==> config.mk <==
export PLATFORM = sky130hd
export DESIGN_NAME = rvx_ctrl
export DESIGN_NICKNAME = d
export VERILOG_FILES = /design/src/hdl/rvx_pkg.sv /design/src/hdl/rvx_ctrl.sv
export SDC_FILE = /design/constraint.sdc
export NUM_CORES = 1
export LEC_CHECK = 0
export BUFFER_PORTS_ARGS = -buffer_cell sky130_fd_sc_hd__clkbuf_2
export CAP_MARGIN = 20
export CORE_AREA = 3 3 40 42
export DETAILED_ROUTE_END_ITERATION = 10
export DIE_AREA = 0 0 43 45
export PLACE_DENSITY = 0.39
export SYNTH_ARGS = -nofsm -noshare
export SYNTH_HDL_FRONTEND = slang
export SYNTH_SLANG_ARGS = --single-unit
==> constraint.sdc <==
create_clock -name clk -period 2.81 [get_ports clk]
set_input_delay 0.562 -clock clk [delete_from_list [all_inputs] [get_ports clk]]
set_output_delay 0.562 -clock clk [all_outputs]
set_load 0.05 [all_outputs]
==> src/hdl/rvx_pkg.sv <==
// Shared types, opcodes and code constants for the RV32IM execute core.
`timescale 1ns / 1ps
package rvx_pkg;

  localparam int unsigned XLEN     = 32;
  localparam int unsigned NUM_REGS = 32;
  localparam int unsigned REG_AW   = 5;

  localparam logic [31:0] START_PC_RESET = 32'h0000_0000;
  localparam logic [31:0] UPPER_MASK     = 32'hFFFF_F000;

  // Major opcodes
  localparam logic [6:0] OPC_OP     = 7'h33;
  localparam logic [6:0] OPC_OP_IMM = 7'h13;
  localparam logic [6:0] OPC_LOAD   = 7'h03;
  localparam logic [6:0] OPC_JALR   = 7'h67;
  localparam logic [6:0] OPC_SYSTEM = 7'h73;
  localparam logic [6:0] OPC_STORE  = 7'h23;
  localparam logic [6:0] OPC_BRANCH = 7'h63;
  localparam logic [6:0] OPC_LUI    = 7'h37;
  localparam logic [6:0] OPC_AUIPC  = 7'h17;
  localparam logic [6:0] OPC_JAL    = 7'h6F;

  // funct7 codes of the register-register group
  localparam logic [6:0] F7_BASE   = 7'h00;
  localparam logic [6:0] F7_MULDIV = 7'h01;
  localparam logic [6:0] F7_ALT    = 7'h20;

  // ALU funct3
  localparam logic [2:0] F3_ADD  = 3'd0;
  localparam logic [2:0] F3_SLL  = 3'd1;
  localparam logic [2:0] F3_SLT  = 3'd2;
  localparam logic [2:0] F3_SLTU = 3'd3;
  localparam logic [2:0] F3_XOR  = 3'd4;
  localparam logic [2:0] F3_SRL  = 3'd5;
  localparam logic [2:0] F3_OR   = 3'd6;
  localparam logic [2:0] F3_AND  = 3'd7;

  // Branch funct3
  localparam logic [2:0] F3_BEQ  = 3'd0;
  localparam logic [2:0] F3_BNE  = 3'd1;
  localparam logic [2:0] F3_BLT  = 3'd4;
  localparam logic [2:0] F3_BGE  = 3'd5;
  localparam logic [2:0] F3_BLTU = 3'd6;
  localparam logic [2:0] F3_BGEU = 3'd7;

  // Load funct3
  localparam logic [2:0] F3_LB  = 3'd0;
  localparam logic [2:0] F3_LH  = 3'd1;
  localparam logic [2:0] F3_LW  = 3'd2;
  localparam logic [2:0] F3_LBU = 3'd4;
  localparam logic [2:0] F3_LHU = 3'd5;

  // Multiply funct3
  localparam logic [2:0] F3_MUL    = 3'd0;
  localparam logic [2:0] F3_MULH   = 3'd1;
  localparam logic [2:0] F3_MULHSU = 3'd2;

  // Result kinds
  localparam logic [1:0] KIND_RETIRE = 2'd0;
  localparam logic [1:0] KIND_LOAD   = 2'd1;
  localparam logic [1:0] KIND_STORE  = 2'd2;
  localparam logic [1:0] KIND_HALT   = 2'd3;

  // Access sizes
  localparam logic [1:0] SIZE_BYTE = 2'd0;
  localparam logic [1:0] SIZE_HALF = 2'd1;
  localparam logic [1:0] SIZE_WORD = 2'd2;

  // Request types
  localparam logic REQ_INSTR = 1'b0;
  localparam logic REQ_LDATA = 1'b1;

  typedef enum logic [2:0] {
    ST_IDLE,
    ST_READ,
    ST_EXEC,
    ST_MUL,
    ST_DIV
  } ctrl_state_t;

  typedef enum logic [1:0] {
    RES_ALU,
    RES_MUL,
    RES_DIV
  } res_sel_t;

  typedef struct packed {
    logic     latch;
    logic     mul_capture;
    logic     div_start;
    logic     commit;
    res_sel_t sel;
  } dp_cmd_t;

  typedef struct packed {
    logic is_mul;
    logic is_div;
    logic div_done;
  } dp_stat_t;

endpackage

==> src/hdl/rvx_ctrl.sv <==
// Sequencing state machine: accept, operand read, execute, multiply and divide waits.
`timescale 1ns / 1ps
module rvx_ctrl (
  input  logic              clk,
  input  logic              rst_n,
  input  logic              start,
  input  rvx_pkg::dp_stat_t stat,
  output logic              busy,
  output rvx_pkg::dp_cmd_t  cmd
);

  rvx_pkg::ctrl_state_t state_r, state_nxt;

  always_ff @(posedge clk) begin
    if (!rst_n) begin
      state_r <= rvx_pkg::ST_IDLE;
    end else begin
      state_r <= state_nxt;
    end
  end

  always_comb begin
    state_nxt       = state_r;
    cmd.latch       = 1'b0;
    cmd.mul_capture = 1'b0;
    cmd.div_start   = 1'b0;
    cmd.commit      = 1'b0;
    cmd.sel         = rvx_pkg::RES_ALU;
    case (state_r)
      rvx_pkg::ST_IDLE: begin
        if (start) begin
          cmd.latch = 1'b1;
          state_nxt = rvx_pkg::ST_READ;
        end
      end
      rvx_pkg::ST_READ: state_nxt = rvx_pkg::ST_EXEC;
      rvx_pkg::ST_EXEC: begin
        if (stat.is_mul) begin
          cmd.mul_capture = 1'b1;
          state_nxt       = rvx_pkg::ST_MUL;
        end else if (stat.is_div) begin
          cmd.div_start = 1'b1;
          state_nxt     = rvx_pkg::ST_DIV;
        end else begin
          cmd.commit = 1'b1;
          state_nxt  = rvx_pkg::ST_IDLE;
        end
      end
      rvx_pkg::ST_MUL: begin
        cmd.commit = 1'b1;
        cmd.sel    = rvx_pkg::RES_MUL;
        state_nxt  = rvx_pkg::ST_IDLE;
      end
      rvx_pkg::ST_DIV: begin
        cmd.sel = rvx_pkg::RES_DIV;
        if (stat.div_done) begin
          cmd.commit = 1'b1;
          state_nxt  = rvx_pkg::ST_IDLE;
        end
      end
      default: state_nxt = rvx_pkg::ST_IDLE;
    endcase
  end

  assign busy = (state_r != rvx_pkg::ST_IDLE);

endmodule
======== Yosys cells after proc, flatten, opt, wreduce, memory -nomap -nowiden ========
Cells that the tools add are included.
storage, ports and cells
  input port bits ......................... 6
  output and inout port bits .............. 7
  word-level logic and storage cells ...... 25
  flip-flop bits (word level) ............. 3
cells by class
  equality and inequality tests ........... 6
  muxes and demuxes ....................... 15
  reductions and logical operators ........ 3
operators with widths
  cell                  number
  $mux W3               4
  $pmux W3 S4           1
  $eq A3 B2 Y1 const B  2
  $mux W1               6
  $mux W2               2
  $ne A2 B2 Y1 const B  2
  $pmux W2 S2           1
  $eq A3 B1 Y1 const B  1
  $eq A3 B3 Y1 const B  1
  $logic_not A3 Y1      1
  $pmux W1 S3           1
  $reduce_bool A3 Y1    1
  $reduce_and A2 Y1     1

======== Depth between registers and ports, before layout ========
  depth after elaboration ................. 3
  depth in mapped cells ................... 2
  mapped depth without buffers ............ 2

======== Least setup slack after synthesis ========
No wires, ideal clock.
  path kind ............................... register -> output
  from .................................... reg state_r[1]
  to ...................................... out cmd[2] (netlist bit)
  path slack .............................. 596 ps
  stages on the path, launching flop included .. 3
  required time ........................... 2248 ps
  arrival ................................. 1652 ps
  path buffers ............................ 0
  cell sequence ........................... dfxtp_1 -> nor3b_2 -> a22o_1
RTL lines
  what                    RTL line        source
  from (decl)             rvx_ctrl.sv:12  rvx_pkg::ctrl_state_t state_r, state_nxt;
  from (signal assigned)  rvx_ctrl.sv:16  state_r <= rvx_pkg::ST_IDLE;
  from (signal assigned)  rvx_ctrl.sv:18  state_r <= state_nxt;
  to (decl)               rvx_ctrl.sv:9   output rvx_pkg::dp_cmd_t cmd

==> impl_metrics.env <==
export IMPL_status="complete, no violations"
export IMPL_p_sw_share_pct=32.44
export IMPL_ys_warnings_count=0
export IMPL_power_density_nw_per_um2=541.0
export IMPL_critPathMaxFanout=5
export IMPL_grt_use_total_pct=6.495
export IMPL_nFillCells=149
export IMPL_via_per_inst=4.057
export IMPL_cts_buffers=3
export IMPL_synth_compound_area_share_pct=15.34
export IMPL_synth_nets=28
export IMPL_synth_top_area_share_pct=29.45
export IMPL_synth_common_cells="dfxtp_1, and2_1, nand2b_1"
export IMPL_synthArstFlopShare_pct=0
export IMPL_hold_buffers=0
export IMPL_fmax_mhz=517.6
export IMPL_drt_initial_drc_count=0
export IMPL_initial_core_util_pct=15.87
export IMPL_gp_congestion=0.7117
export IMPL_synth_mux_area_share_pct=4.908
export IMPL_slew_violations=0
export IMPL_cts_sinks=3
export IMPL_io_pins=13
export IMPL_critical_path_class="input port to output pin"
export IMPL_power_leakage_uw=0.0001495
export IMPL_fin_nets=45
export IMPL_p_int_uw=113.0
export IMPL_cts_root_buf="clkbuf_4"
export IMPL_clk_pin_slew_ns=0.04
export IMPL_synth_edf_count=0
export IMPL_setup_viol=0
export IMPL_share_comb_of_total_power_pct=25.5
export IMPL_synth_cells=22
export IMPL_grt_pass1_vias=197
export IMPL_required_ns=2.25
export IMPL_seq_area_um2=60.06
export IMPL_grt_max_degree=10
export IMPL_htreeDepth=1
export IMPL_drv_cap=0
export IMPL_synth_seq_cells=3
export IMPL_finalHoldViolCount=0
export IMPL_die_area_um2=1935
export IMPL_vias=215
export IMPL_switchingPower_uw=54.24
export IMPL_period_share_pct=68.76
export IMPL_diodes=0
export IMPL_tightest_slew_ns=0.2800
export IMPL_avgSynthCellArea_um2=9.270
export IMPL_synthAdderAreaFrac_pct=0
export IMPL_largestRegisters="state_r x3"
export IMPL_row_count=13
export IMPL_p_seq_share_pct=29.4
export IMPL_period_minus_slack_ns=1.932
export IMPL_die_x_um=43
export IMPL_totalWireLength_um=529
export IMPL_seq_area_frac_synth_pct=29.45
export IMPL_synthTopCellsByArea="dfxtp_1, and2_1, nand2b_1"
export IMPL_slew_headroom_pct=81.31
export IMPL_hp_class="register to register"
export IMPL_design_core_area_um2=1285
export IMPL_hpwlAfterDp_um=420.3
export IMPL_utilization_pct=24.05
export IMPL_clockPowerShare_pct=45.1
export IMPL_grt_pass1_wl_um=883
export IMPL_synthSimpleGateAreaFrac_pct=48.47
export IMPL_wl_per_cell_um=9.981
export IMPL_syn2layout_area_growth_pct=51.53
export IMPL_synth_top_family_by_area="simple AND/OR/NAND/NOR gates"
export IMPL_grt_overflow=0
export IMPL_antenna_left=0
export IMPL_worst_skew_pair_late_latency_ns=0.23
export IMPL_fin_skew_ns=0.001317
export IMPL_cts_resized_gates=0
export IMPL_largest_reg_flops=3
export IMPL_worstSetupStartpointType="input port"
export IMPL_die_y_um=45
export IMPL_ys_flop_type="dfxtp_1"
export IMPL_cts_path_max_buffers=2
export IMPL_portBuffers=12
export IMPL_synth_cell_type_count=18
export IMPL_grt_setup_unrepaired="no"
export IMPL_cp_arrival_ns=1.37
export IMPL_drtPass1Iterations=1
export IMPL_regMostFlops="state_r"
export IMPL_ir_drop_mv=0.2644
export IMPL_end_kind="output pin"
export IMPL_synth_cell_area_um2=203.9
export IMPL_drc=0
export IMPL_setup_tns_ns=0
export IMPL_multiInputGateArea_um2=140.1
export IMPL_cts_setup_buffers=0
export IMPL_synth_xor_area_share_pct=0
export IMPL_yosysTopAreaCell="dfxtp_1"
export IMPL_cts_tree="built"
export IMPL_synth_most_common_cell="dfxtp_1"
export IMPL_layout_drive_gt1_share_pct=50.00
export IMPL_antenna_found_initial=0
stage by stage:
step / power (µW) / hold slack, ns / setup WS [ns] / instance area, µm² / cells
after detailed placement: 92.83 / 0.5562 / 0.8830 / 282.8 / 49
after floorplan: 80.94 / 0.5222 / 0.5957 / 203.9 / 22
after CTS: 170.7 / 0.5669 / 0.8885 / 309.0 / 53
after global placement: 92.20 / 0.5627 / 0.9115 / 282.8 / 49
final: 167.2 / 0.5684 / 0.8779 / 309.0 / 53
after global routing: 181.7 / 0.5940 / 0.8178 / 309.0 / 53
power groups by stage:
stage / Sequential (µW) / Combinational, µW / Clock (µW)
floorplan: 48.8 / 32.2 / 0
global placement: 49.7 / 42.5 / 0
detailed placement: 49.7 / 43.1 / 0
CTS: 49.0 / 43.3 / 78.4
global route: 49.9 / 45.3 / 86.6
finish: 49.2 / 42.6 / 75.3
cells in the final DEF, fill, tap and decap left out, types with 2 or more instances in the layout:
cell	instances
clkbuf_2	12
clkbuf_4	3
dfxtp_1	3
and2_1	2
nand2b_1	2
cell type report:
class	instances	area share, %
inverters	1	1.215
clock buffers	4	8.502
repair buffers	12	19.43
flip-flops and latches	3	19.43
well taps	15	6.073
multi-input cells	18	45.34
metal layers:
metal	GRT usage, %	wire length (µm)	up-vias
met2	9.581	250	7
met1	6.747	247	98
met5	0	0	-
met4	3.614	0	0
li1	-	-	110
met3	4.781	31	0
worst paths after layout:
check | from | to | slack, ns | depth (start not counted)
worst min register to register | state_r[1] | state_r[1] | 0.57 | 2
worst max-delay path | stat[2] | cmd[3] | 0.88 | 4
worst min-delay path | state_r[1] | state_r[1] | 0.57 | 2
worst max register to register | state_r[0] | state_r[2] | 1.85 | 2
cells by family after synthesis:
group / count (synthesis)
simple gates: 13
compound gates: 4
buf+inv: 1
mux: 1
flops: 3
worst max-delay path, stage by stage:
cell	delay (ns)
clkbuf_2	0.12
nor3b_1	0.25
and2_1	0.16
clkbuf_2	0.27
No activity file was read; power rests on OpenSTA's default activity.
